### config.mk
export PLATFORM = sky130hd
export DESIGN_NAME = lru_frame_replacer_flat
export DESIGN_NICKNAME = d
export VERILOG_FILES = /design/src/rtl/lfr_pkg.sv /design/src/rtl/lfr_req_if.sv /design/src/rtl/lfr_rsp_if.sv /design/src/rtl/lfr_link_ram.sv /design/src/rtl/lfr_list_core.sv /design/src/rtl/lru_frame_replacer.sv /design/src/flat_wrapper.sv
export VERILOG_INCLUDE_DIRS = /design/src /design/src/rtl
export SDC_FILE = /design/constraint.sdc
export NUM_CORES = 1
export LEC_CHECK = 0
export BUFFER_PORTS_ARGS = -buffer_cell sky130_fd_sc_hd__clkbuf_2
export CAP_MARGIN = 40
export CORE_MARGIN = 2
export CORE_UTILIZATION = 35
export CTS_CLUSTER_SIZE = 12
export DETAILED_ROUTE_END_ITERATION = 12
export PLACE_DENSITY = 0.56
export SLEW_MARGIN = 10
export SYNTH_ARGS = -nofsm -noshare
export SYNTH_HDL_FRONTEND = slang
export SYNTH_SLANG_ARGS = --single-unit
export TNS_END_PERCENT = 20
### constraint.sdc
create_clock -name clock -period 4.6 [get_ports clock]
set_input_delay 0.46 -clock clock [delete_from_list [all_inputs] [get_ports clock]]
set_output_delay 0.46 -clock clock [all_outputs]
set_load 0.03 [all_outputs]
### src/rtl/assert_macros.svh
// assert_macros.svh: concurrent assertion macros for the LRU frame replacer.
// Expects signals named clock and reset in the including module.
`ifndef ASSERT_MACROS_SVH
`define ASSERT_MACROS_SVH

// check an expression at every edge outside reset
`define ASSERT_ALWAYS(label, expr, msg) \
   label: assert property (@(posedge clock) disable iff (reset) (expr)) else $error(msg);

// check a consequence in the same cycle
`define ASSERT_IMPLY(label, ante, cons, msg) \
   label: assert property (@(posedge clock) disable iff (reset) (ante) |-> (cons)) \
      else $error(msg);

// check a consequence in the next cycle
`define ASSERT_NEXT(label, ante, cons, msg) \
   label: assert property (@(posedge clock) disable iff (reset) (ante) |=> (cons)) \
      else $error(msg);

`endif

### src/rtl/lfr_pkg.sv
`timescale 1ns / 1ps
// lfr_pkg: widths, operation codes and shared types of the LRU frame replacer.
// No dependencies.
package lfr_pkg;

   localparam int FRAME_W = 6;
   localparam int COUNT_W = 7;
   localparam int MAX_IDS = 64;

   localparam logic [COUNT_W-1:0] CAP_RESET = 7'd64;

   typedef enum logic [1:0] {
      FUNC_VICTIM = 2'd0,
      FUNC_PIN    = 2'd1,
      FUNC_UNPIN  = 2'd2
   } func_type;

   typedef logic [FRAME_W-1:0] frame_type;
   typedef logic [COUNT_W-1:0] count_type;

   typedef struct packed {
      logic      en;
      frame_type addr;
      frame_type data;
   } link_wr_type;

   typedef struct packed {
      logic      done_res;
      frame_type victim_frame;
      count_type tracked_count;
   } result_type;

endpackage

### src/rtl/lfr_req_if.sv
`timescale 1ns / 1ps
// lfr_req_if: request channel (valid/ready plus operation beat).
// Depends on lfr_pkg.
interface lfr_req_if import lfr_pkg::*; ();
   logic       valid;
   logic       ready;
   logic [1:0] func;
   frame_type  frame_no;

   modport source (output valid, func, frame_no, input ready);
   modport sink   (input valid, func, frame_no, output ready);
endinterface

### src/rtl/lfr_rsp_if.sv
`timescale 1ns / 1ps
// lfr_rsp_if: response channel (valid/ready plus result beat).
// Depends on lfr_pkg.
interface lfr_rsp_if import lfr_pkg::*; ();
   logic      valid;
   logic      ready;
   logic      done_res;
   frame_type victim_frame;
   count_type tracked_count;

   modport source (output valid, done_res, victim_frame, tracked_count, input ready);
   modport sink   (input valid, done_res, victim_frame, tracked_count, output ready);
endinterface

### src/rtl/lfr_link_ram.sv
`timescale 1ns / 1ps
// lfr_link_ram: one-write one-read link memory with registered read data.
// A write and read to the same entry in one cycle return the new data. Depends on lfr_pkg.
module lfr_link_ram import lfr_pkg::*; #(
   parameter int DEPTH = 64
) (
   input  logic        clock,
   input  link_wr_type wr,
   input  logic        rd_en,
   input  frame_type   rd_addr,
   output frame_type   rd_data_ff
);

   localparam int IDX_W = $clog2(DEPTH);

   frame_type        mem [DEPTH];
   logic [IDX_W-1:0] wr_idx;
   logic [IDX_W-1:0] rd_idx;

   assign wr_idx = IDX_W'(wr.addr);
   assign rd_idx = IDX_W'(rd_addr);

   always_ff @(posedge clock) begin
      if (wr.en) begin
         mem[wr_idx] <= wr.data;
      end
   end

   always_ff @(posedge clock) begin
      if (rd_en) begin
         if (wr.en && wr_idx == rd_idx) begin
            rd_data_ff <= wr.data;
         end else begin
            rd_data_ff <= mem[rd_idx];
         end
      end
   end

endmodule

### src/rtl/lfr_list_core.sv
`timescale 1ns / 1ps
// lfr_list_core: membership marks, list ends and count; decodes one operation
// and produces the link writes and the result. Depends on lfr_pkg, assert_macros.svh.
`include "assert_macros.svh"
module lfr_list_core import lfr_pkg::*; #(
   parameter int NUM_FRAMES = 64
) (
   input  logic        clock,
   input  logic        reset,
   input  logic        advance,
   input  func_type    func,
   input  frame_type   frame_no,
   input  count_type   capacity,
   input  frame_type   rd_next,
   input  frame_type   rd_prev,
   output link_wr_type next_wr,
   output link_wr_type prev_wr,
   output frame_type   oldest_in,
   output result_type  result
);

   localparam int DEPTH = (NUM_FRAMES < MAX_IDS) ? NUM_FRAMES : MAX_IDS;
   localparam int IDX_W = $clog2(DEPTH);

   logic [DEPTH-1:0] present_ff;
   logic [DEPTH-1:0] present_in;
   frame_type        oldest_ff;
   frame_type        newest_ff;
   frame_type        newest_in;
   count_type        count_ff;
   count_type        count_in;
   logic [IDX_W-1:0] idx;
   logic             fid_ok;
   logic             hit;
   logic             has_any;
   logic             done;
   frame_type        victim;

   assign idx     = IDX_W'(frame_no);
   assign fid_ok  = int'(frame_no) < NUM_FRAMES;
   assign hit     = fid_ok && present_ff[idx];
   assign has_any = count_ff != '0;

   always_comb begin
      present_in = present_ff;
      oldest_in  = oldest_ff;
      newest_in  = newest_ff;
      count_in   = count_ff;
      next_wr    = '0;
      prev_wr    = '0;
      done       = 1'b0;
      victim     = '0;
      if (advance) begin
         unique case (func)
            FUNC_VICTIM: begin
               if (has_any) begin
                  done                            = 1'b1;
                  victim                          = oldest_ff;
                  present_in[IDX_W'(oldest_ff)]   = 1'b0;
                  oldest_in                       = rd_next;
                  count_in                        = count_ff - COUNT_W'(1);
               end
            end
            FUNC_PIN: begin
               if (hit) begin
                  done            = 1'b1;
                  present_in[idx] = 1'b0;
                  count_in        = count_ff - COUNT_W'(1);
                  if (frame_no == oldest_ff) begin
                     oldest_in = rd_next;
                  end else begin
                     next_wr = '{en: 1'b1, addr: rd_prev, data: rd_next};
                  end
                  if (frame_no == newest_ff) begin
                     newest_in = rd_prev;
                  end else begin
                     prev_wr = '{en: 1'b1, addr: rd_next, data: rd_prev};
                  end
               end
            end
            FUNC_UNPIN: begin
               if (fid_ok && count_ff < capacity && !present_ff[idx]) begin
                  done            = 1'b1;
                  present_in[idx] = 1'b1;
                  count_in        = count_ff + COUNT_W'(1);
                  newest_in       = frame_no;
                  if (!has_any) begin
                     oldest_in = frame_no;
                  end else begin
                     next_wr = '{en: 1'b1, addr: newest_ff, data: frame_no};
                     prev_wr = '{en: 1'b1, addr: frame_no, data: newest_ff};
                  end
               end
            end
            default: begin
            end
         endcase
         // empty list parks both ends at zero
         if (count_in == '0) begin
            oldest_in = '0;
            newest_in = '0;
         end
      end
   end

   assign result = '{done_res: done, victim_frame: victim, tracked_count: count_in};

   always_ff @(posedge clock) begin
      if (reset) begin
         present_ff <= '0;
         oldest_ff  <= '0;
         newest_ff  <= '0;
         count_ff   <= '0;
      end else begin
         present_ff <= present_in;
         oldest_ff  <= oldest_in;
         newest_ff  <= newest_in;
         count_ff   <= count_in;
      end
   end

   `ASSERT_ALWAYS(a_count_marks, $countones(present_ff) == int'(count_ff), "count differs from marks")
   `ASSERT_IMPLY(a_empty_ends, count_ff == '0, oldest_ff == '0 && newest_ff == '0, "empty list ends not zero")
   `ASSERT_IMPLY(a_ends_tracked, count_ff != '0, present_ff[IDX_W'(oldest_ff)] && present_ff[IDX_W'(newest_ff)], "list end not tracked")

endmodule

### src/rtl/lru_frame_replacer.sv
`timescale 1ns / 1ps
// lru_frame_replacer: LRU list of evictable frames; victim, pin and unpin requests.
// A request beat is registered into s1 together with its link RAM reads, then into the result register.
// Throughput: one request per cycle when not back-pressured; the link RAMs take one read and one write each cycle.
// Reset (synchronous): clears marks, list ends and count, sets capacity to 64.
// Link RAM contents are not cleared.
`include "assert_macros.svh"
module lru_frame_replacer import lfr_pkg::*; #(
   parameter int NUM_FRAMES = 64
) (
   input  logic      clock,
   input  logic      reset,
   lfr_req_if.sink   req_chan,
   lfr_rsp_if.source rsp_chan,
   input  logic      csr_wr_en,
   input  count_type csr_wr_data
);

   localparam int DEPTH = (NUM_FRAMES < MAX_IDS) ? NUM_FRAMES : MAX_IDS;

   count_type   capacity_ff;
   logic        s1_valid_ff;
   logic        s1_valid_in;
   func_type    s1_func_ff;
   frame_type   s1_frame_ff;
   logic        rsp_valid_ff;
   logic        rsp_valid_in;
   result_type  rsp_data_ff;
   result_type  result;
   logic        advance;
   logic        accept;
   frame_type   oldest_in;
   frame_type   next_raddr;
   frame_type   rd_next;
   frame_type   rd_prev;
   link_wr_type next_wr;
   link_wr_type prev_wr;

   assign advance        = s1_valid_ff && (!rsp_valid_ff || rsp_chan.ready);
   assign req_chan.ready = !s1_valid_ff || advance;
   assign accept         = req_chan.valid && req_chan.ready;
   assign next_raddr     = (func_type'(req_chan.func) == FUNC_VICTIM) ? oldest_in
                                                                        : req_chan.frame_no;
   assign s1_valid_in    = accept || (s1_valid_ff && !advance);
   assign rsp_valid_in   = advance || (rsp_valid_ff && !rsp_chan.ready);

   lfr_link_ram #(.DEPTH(DEPTH)) u_next_ram (
      .clock      (clock),
      .wr         (next_wr),
      .rd_en      (accept),
      .rd_addr    (next_raddr),
      .rd_data_ff (rd_next)
   );

   lfr_link_ram #(.DEPTH(DEPTH)) u_prev_ram (
      .clock      (clock),
      .wr         (prev_wr),
      .rd_en      (accept),
      .rd_addr    (req_chan.frame_no),
      .rd_data_ff (rd_prev)
   );

   lfr_list_core #(.NUM_FRAMES(NUM_FRAMES)) u_core (
      .clock     (clock),
      .reset     (reset),
      .advance   (advance),
      .func      (s1_func_ff),
      .frame_no  (s1_frame_ff),
      .capacity  (capacity_ff),
      .rd_next   (rd_next),
      .rd_prev   (rd_prev),
      .next_wr   (next_wr),
      .prev_wr   (prev_wr),
      .oldest_in (oldest_in),
      .result    (result)
   );

   always_ff @(posedge clock) begin
      if (reset) begin
         capacity_ff  <= CAP_RESET;
         s1_valid_ff  <= 1'b0;
         rsp_valid_ff <= 1'b0;
      end else begin
         if (csr_wr_en) begin
            capacity_ff <= csr_wr_data;
         end
         s1_valid_ff  <= s1_valid_in;
         rsp_valid_ff <= rsp_valid_in;
      end
   end

   always_ff @(posedge clock) begin
      if (accept) begin
         s1_func_ff  <= func_type'(req_chan.func);
         s1_frame_ff <= req_chan.frame_no;
      end
      if (advance) begin
         rsp_data_ff <= result;
      end
   end

   assign rsp_chan.valid         = rsp_valid_ff;
   assign rsp_chan.done_res      = rsp_data_ff.done_res;
   assign rsp_chan.victim_frame  = rsp_data_ff.victim_frame;
   assign rsp_chan.tracked_count = rsp_data_ff.tracked_count;

   `ASSERT_IMPLY(a_stall_cause, s1_valid_ff && !advance, rsp_valid_ff && !rsp_chan.ready, "stage held without back-pressure")
   `ASSERT_NEXT(a_commit_loads_rsp, advance, rsp_valid_ff, "committed beat not presented")

endmodule

### src/flat_wrapper.sv
// flat-port wrapper written by rule: the top's interface ports become plain ports
module lru_frame_replacer_flat import lfr_pkg::*;
#(
   parameter int NUM_FRAMES = 64
)
  (clock, reset, csr_wr_en, csr_wr_data, req_chan_valid, req_chan_func, req_chan_frame_no, req_chan_ready, rsp_chan_valid, rsp_chan_done_res, rsp_chan_victim_frame, rsp_chan_tracked_count, rsp_chan_ready);
  lfr_req_if req_chan_i ();
  lfr_rsp_if rsp_chan_i ();
  input  logic clock;
  input  logic reset;
  input  logic csr_wr_en;
  input  count_type csr_wr_data;
  input wire logic [$bits(req_chan_i.valid)-1:0] req_chan_valid;
  input wire logic [$bits(req_chan_i.func)-1:0] req_chan_func;
  input wire logic [$bits(req_chan_i.frame_no)-1:0] req_chan_frame_no;
  output wire logic [$bits(req_chan_i.ready)-1:0] req_chan_ready;
  output wire logic [$bits(rsp_chan_i.valid)-1:0] rsp_chan_valid;
  output wire logic [$bits(rsp_chan_i.done_res)-1:0] rsp_chan_done_res;
  output wire logic [$bits(rsp_chan_i.victim_frame)-1:0] rsp_chan_victim_frame;
  output wire logic [$bits(rsp_chan_i.tracked_count)-1:0] rsp_chan_tracked_count;
  input wire logic [$bits(rsp_chan_i.ready)-1:0] rsp_chan_ready;
  assign req_chan_i.valid = req_chan_valid;
  assign req_chan_i.func = req_chan_func;
  assign req_chan_i.frame_no = req_chan_frame_no;
  assign req_chan_ready = req_chan_i.ready;
  assign rsp_chan_valid = rsp_chan_i.valid;
  assign rsp_chan_done_res = rsp_chan_i.done_res;
  assign rsp_chan_victim_frame = rsp_chan_i.victim_frame;
  assign rsp_chan_tracked_count = rsp_chan_i.tracked_count;
  assign rsp_chan_i.ready = rsp_chan_ready;
  lru_frame_replacer #(.NUM_FRAMES(NUM_FRAMES)) u_core (.clock(clock), .reset(reset), .req_chan(req_chan_i), .rsp_chan(rsp_chan_i), .csr_wr_en(csr_wr_en), .csr_wr_data(csr_wr_data));
endmodule
==> PnR_summary.wiki <==
{| class="wikitable"
! Metric !! Value
|-
| Required arrival time at the worst endpoint || 5.13 ns
|-
| TritonCTS Buffers || 96
|-
| Net count, final || 3155
|-
| First DRT Iteration DRCs || 2893
|-
| Worst ir drop on vdd || 0.0002920 V
|-
| CTS HTree Levels || 3
|-
| Final clock skew || 0.05187 ns
|-
| Deepest clock path buffer count || 3
|-
| Worst hold path depth || 3
|-
| Time the worst path needs with I/O delays and setup || 4.745 ns
|-
| Number of hold-slack violations in the final timing report || 0
|-
| Register bit count reported by yosys || 894
|-
| Synth Warn # || 0
|-
| CP endpoint kind || flip-flop
|-
| Number of instances in the synthesized netlist || 2740
|-
| TritonCTS clock tree || yes
|-
| GRT Overall Usage || 19.58%
|-
| Type of element launching the critical path || flip-flop
|-
| Launch point of the worst hold path || csr_wr_data[1]
|-
| Effective utilization at floorplan || 35.31%
|-
| Post-synthesis async set-or-reset flop share || 0%
|-
| Worst reg2reg path depth || 21
|-
| Arrival time of the worst setup path || 5.28 ns
|-
| Unique masters post-synth || 89
|-
| Total power per unit cell area || 369.2 mW/mm^2
|-
| CP cell instances || buf_6 > buf_12 > mux2i_4 > a22oi_2 > nand3_1 > nand4_4 > a211oi_4 > buf_12 > buf_4 > a21oi_1 > and3_1 > nand3_2 > o31a_1 > buf_6 > o21ai_4 > buf_12 > o211ai_1 > o2111ai_2 > o211ai_1 > or4_1 > a31oi_1
|-
| Clk Latency, worst-skew pair || 0.70 ns
|-
| Final WS setup || -0.1451 ns
|-
| Maximum frequency from static timing analysis || 210.7 MHz
|-
| Hold EP || u_core.capacity_ff[1]$_SDFFE_PP0P_
|-
| Initial antenna violation count || 1
|-
| Violations in the final reports || negative setup slack
|-
| Slew at the pin closest to its max-slew limit || 0.9998 ns
|-
| Number of synthesized flops with an enable pin || 802
|-
| Max-slew violation count || 0
|-
| Number of gates on the worst path with buffers counted || 21
|-
| Final period utilization || 103.2%
|-
| Routed wirelength normalized by instance count || 24.70 um
|-
| HPWL reported at the end of detailed placement || 75190 um
|-
| Post-route cell area || 0.04825 mm^2
|-
| M3 GR Usage || 4.082%
|-
| FF-to-FF End || u_core.u_next_ram.rd_data_ff[1]$_DFFE_PP_
|-
| Via count of the first global-routing pass || 26320
|-
| Launch instance of the worst register-to-register path || u_core.s1_frame_ff[0]$_DFFE_PP_
|-
| Cell area reported after detailed placement || 0.04376 mm^2
|-
| CP max FO || 9
|-
| Relative area change from synthesis to final layout || 23.29%
|-
| Endpoints failing setup || 6
|-
| Setup slack of the most critical reg-to-reg path || -0.15 ns
|-
| Layout cells sized above 1 || 28.43%
|-
| Average size of a mapped cell || 14.28 um^2
|-
| Count of fill cells added during filler insertion || 9931
|-
| First-pass GRT wire length || 171000 um
|-
| # DRC || 0
|-
| Class of the worst hold path || input pin to flip-flop
|-
| DR vias || 26090
|-
| Tot Pwr || 0.01781 W
|-
| Width of the die || 338.4 um
|-
| Number of top-level design ports || 36
|-
| Most used routing layer in global routing || met2
|-
| Sinks on Clock Net || 894
|-
| Summed instance area of the synthesized netlist || 0.03913 mm^2
|-
| Routed vias/inst || 5.578
|-
| ANT nets after route || 0
|-
| Synthesized Nets || 2772
|-
| Worst setup slack before clock tree synthesis || -0.3173 ns
|-
| Setup tns final || -0.6330 ns
|-
| Critical path class || flip-flop to flip-flop
|-
| M1 GR Usage || 27.00%
|-
| Count of input and output buffers || 35
|-
| Critical path's largest stage delay || 0.54 ns
|-
| Routability cong. || 0.9469
|-
| Cell chosen for the clock root || sky130_fd_sc_hd__clkbuf_16
|-
| Category of cells accounting for the largest share of critical-path delay || compound AO/OA/AOI/OAI gates
|-
| Relative slew margins || 32.84%
|-
| Unrepaired setup endpoints after global routing || yes
|-
| First-pass iteration count of the detailed router || 5
|-
| Total number of placement rows || 122
|-
| Status || complete, but fails checks
|-
| Cell type with the highest occurrence count on the critical path || sky130_fd_sc_hd__buf_12
|-
| Worst-path cell with the longest stage delay || sky130_fd_sc_hd__or4_1
|-
| Sequential-to-total area share from yosys stat || 66.25%
|-
| Die height || 338.4 um
|-
| Post-layout util || 43.54%
|-
| Leakage power total || 17.29 nW
|-
| Pin count of the biggest net entering global routing || 66
|-
| Aggregate routed wire length || 115500 um
|-
| CORE AREA || 0.1108 mm^2
|-
| Main synth FF type || sky130_fd_sc_hd__edfxtp_1
|-
| Die footprint || 0.1145 mm^2
|-
| Met2 Resource Use GR || 30.89%
|-
| Buffer and inverter count on the worst path || 6
|-
| Number of violations of the max-capacitance limit || 0
|-
| Clock-pin slew on the worst setup and hold paths || 0.06 ns
|-
| Overflow left after global routing || 0
|}
worst reg2reg max path: stages (launching register included):
cell and delay [ns]:
sky130_fd_sc_hd__edfxtp_1 0.44, sky130_fd_sc_hd__buf_6 0.18, sky130_fd_sc_hd__buf_12 0.15, sky130_fd_sc_hd__mux2i_4 0.19
sky130_fd_sc_hd__a22oi_2 0.18, sky130_fd_sc_hd__nand3_1 0.16, sky130_fd_sc_hd__nand4_4 0.18, sky130_fd_sc_hd__a211oi_4 0.06
sky130_fd_sc_hd__buf_12 0.16, sky130_fd_sc_hd__buf_4 0.17, sky130_fd_sc_hd__a21oi_1 0.19, sky130_fd_sc_hd__and3_1 0.24
sky130_fd_sc_hd__nand3_2 0.12, sky130_fd_sc_hd__o31a_1 0.41, sky130_fd_sc_hd__buf_6 0.17, sky130_fd_sc_hd__o21ai_4 0.31
sky130_fd_sc_hd__buf_12 0.18, sky130_fd_sc_hd__o211ai_1 0.10, sky130_fd_sc_hd__o2111ai_2 0.13, sky130_fd_sc_hd__o211ai_1 0.17
sky130_fd_sc_hd__or4_1 0.54, sky130_fd_sc_hd__a31oi_1 0.18
power by group:
part	internal [W]	leakage (nW)	switching [W]	total [W]
clock network	0.00420	1.45	0.00321	0.00741
logic	0.000683	6.51	0.000904	0.00159
registers	0.00878	9.33	0.0000409	0.00882
cell type report:
cell class / count / area (um^2) / area share [%]
repair buffers: 482 / 4337 / 8.988
well taps: 1488 / 1862 / 3.859
inverters: 46 / 172.7 / 0.3579
clock inverters: 41 / 394.1 / 0.8169
multi-input cells: 1603 / 12960 / 26.87
diodes: 1 / 2.502 / 0.005187
flip-flops and latches: 894 / 25920 / 53.73
clock buffers: 121 / 2590 / 5.368
worst max-delay path by stage:
stage	from	slack, ns	end
floorplan	u_core.s1_frame_ff[1]$_DFFE_PP_	-0.36	u_core.u_next_ram.mem[0][4]$_DFFE_PP_
CTS	u_core.s1_frame_ff[0]$_DFFE_PP_	-0.13	u_core.u_next_ram.rd_data_ff[1]$_DFFE_PP_
finish	u_core.s1_frame_ff[0]$_DFFE_PP_	-0.15	u_core.u_next_ram.rd_data_ff[1]$_DFFE_PP_
global route	u_core.s1_frame_ff[0]$_DFFE_PP_	-0.35	u_core.u_next_ram.rd_data_ff[0]$_DFFE_PP_
detailed placement	u_core.capacity_ff[5]$_SDFFE_PP0P_	-0.32	u_core.u_next_ram.rd_data_ff[1]$_DFFE_PP_
global placement	u_core.capacity_ff[5]$_SDFFE_PP0P_	-0.28	u_core.u_next_ram.rd_data_ff[1]$_DFFE_PP_
Yosys cell counts, types with 10 or more instances:
master	n	share of area, %
sky130_fd_sc_hd__edfxtp_1	802	62
sky130_fd_sc_hd__nand2_1	215	2.1
sky130_fd_sc_hd__nor2_1	212	2.0
sky130_fd_sc_hd__a21oi_1	150	1.9
sky130_fd_sc_hd__mux2i_1	140	3.6
sky130_fd_sc_hd__mux4_2	139	8.0
sky130_fd_sc_hd__clkbuf_1	123	1.2
sky130_fd_sc_hd__dfxtp_1	92	4.7
sky130_fd_sc_hd__o21ai_0	82	1.0
sky130_fd_sc_hd__a31oi_1	75	1.2
sky130_fd_sc_hd__a22oi_1	70	1.3
sky130_fd_sc_hd__nand3_1	69	0.88
sky130_fd_sc_hd__nor3_1	67	0.86
sky130_fd_sc_hd__o211ai_1	60	1.2
sky130_fd_sc_hd__inv_1	45	0.43
sky130_fd_sc_hd__buf_2	31	0.40
sky130_fd_sc_hd__and2_1	30	0.48
sky130_fd_sc_hd__buf_1	25	0.24
sky130_fd_sc_hd__and3_1	22	0.35
sky130_fd_sc_hd__a22o_1	13	0.29
sky130_fd_sc_hd__xor2_1	13	0.29
sky130_fd_sc_hd__a32oi_1	12	0.27
sky130_fd_sc_hd__ha_1	12	0.38
sky130_fd_sc_hd__mux2_2	12	0.35
sky130_fd_sc_hd__nand4_1	12	0.19
sky130_fd_sc_hd__xnor2_1	12	0.27
sky130_fd_sc_hd__buf_6	10	0.29
sky130_fd_sc_hd__nand2b_1	10	0.16
sky130_fd_sc_hd__nor2b_1	10	0.16
sky130_fd_sc_hd__nor4_1	10	0.16
per-layer routing:
metal  routed length (um)  up-vias
li1                     -    11520
met1                49080    13120
met2                53600     1218
met3                 9508      225
met4                 3283        2
met5                   13        -
cells in the final DEF, fill, tap and decap left out, drive strengths merged, types with 13 or more instances in the layout:
master	count
edfxtp	802
buf	436
nand2	215
nor2	214
clkbuf	157
a21oi	150
mux2i	140
mux4	139
dfxtp	92
o21ai	86
a31oi	75
nand3	72
a22oi	70
nor3	67
o211ai	60
inv	49
clkinv	32
and2	31
and3	22
nand4	14
xor2	13
a22o	13
nor4	13
per-stage QoR:
step                hold slack, ns  std cells
floorplan                   0.4489       2740
global placement            0.4643       4448
detailed placement          0.4694       4450
CTS                        0.01753       4652
global route               0.07500       4675
finish                     0.05106       4676
registers in the layout, summed over array words and instances (netlist names), 7 cells and up:
name                           cells
u_core.u_core.present_ff          64
u_core.rsp_chan.tracked_count      7
u_core.u_prev_ram.mem            384
u_core.u_next_ram.mem            384
u_core.capacity_ff                 7
u_core.u_core.count_ff             7
kinds of logic after synthesis:
family	share of synthesized area [%]
adder cells (fa/ha/maj)	0.3837
XOR/XNOR	0.5595
AND/OR/NAND/NOR	8.435
AO/OA/AOI/OAI	9.730
multiplexers	11.93
buffers and inverters	2.718
flip-flops	66.25
what timing repair did:
action	in CTS	in global routing
hold endpoints to repair	9	0
hold buffers	9	0
buffers inserted	25	23
pin swaps	38	55
gates resized for setup	68	109
gates cloned	7	4
setup endpoints to repair	48	231
Note: power is estimated with default switching activity, not from simulation.
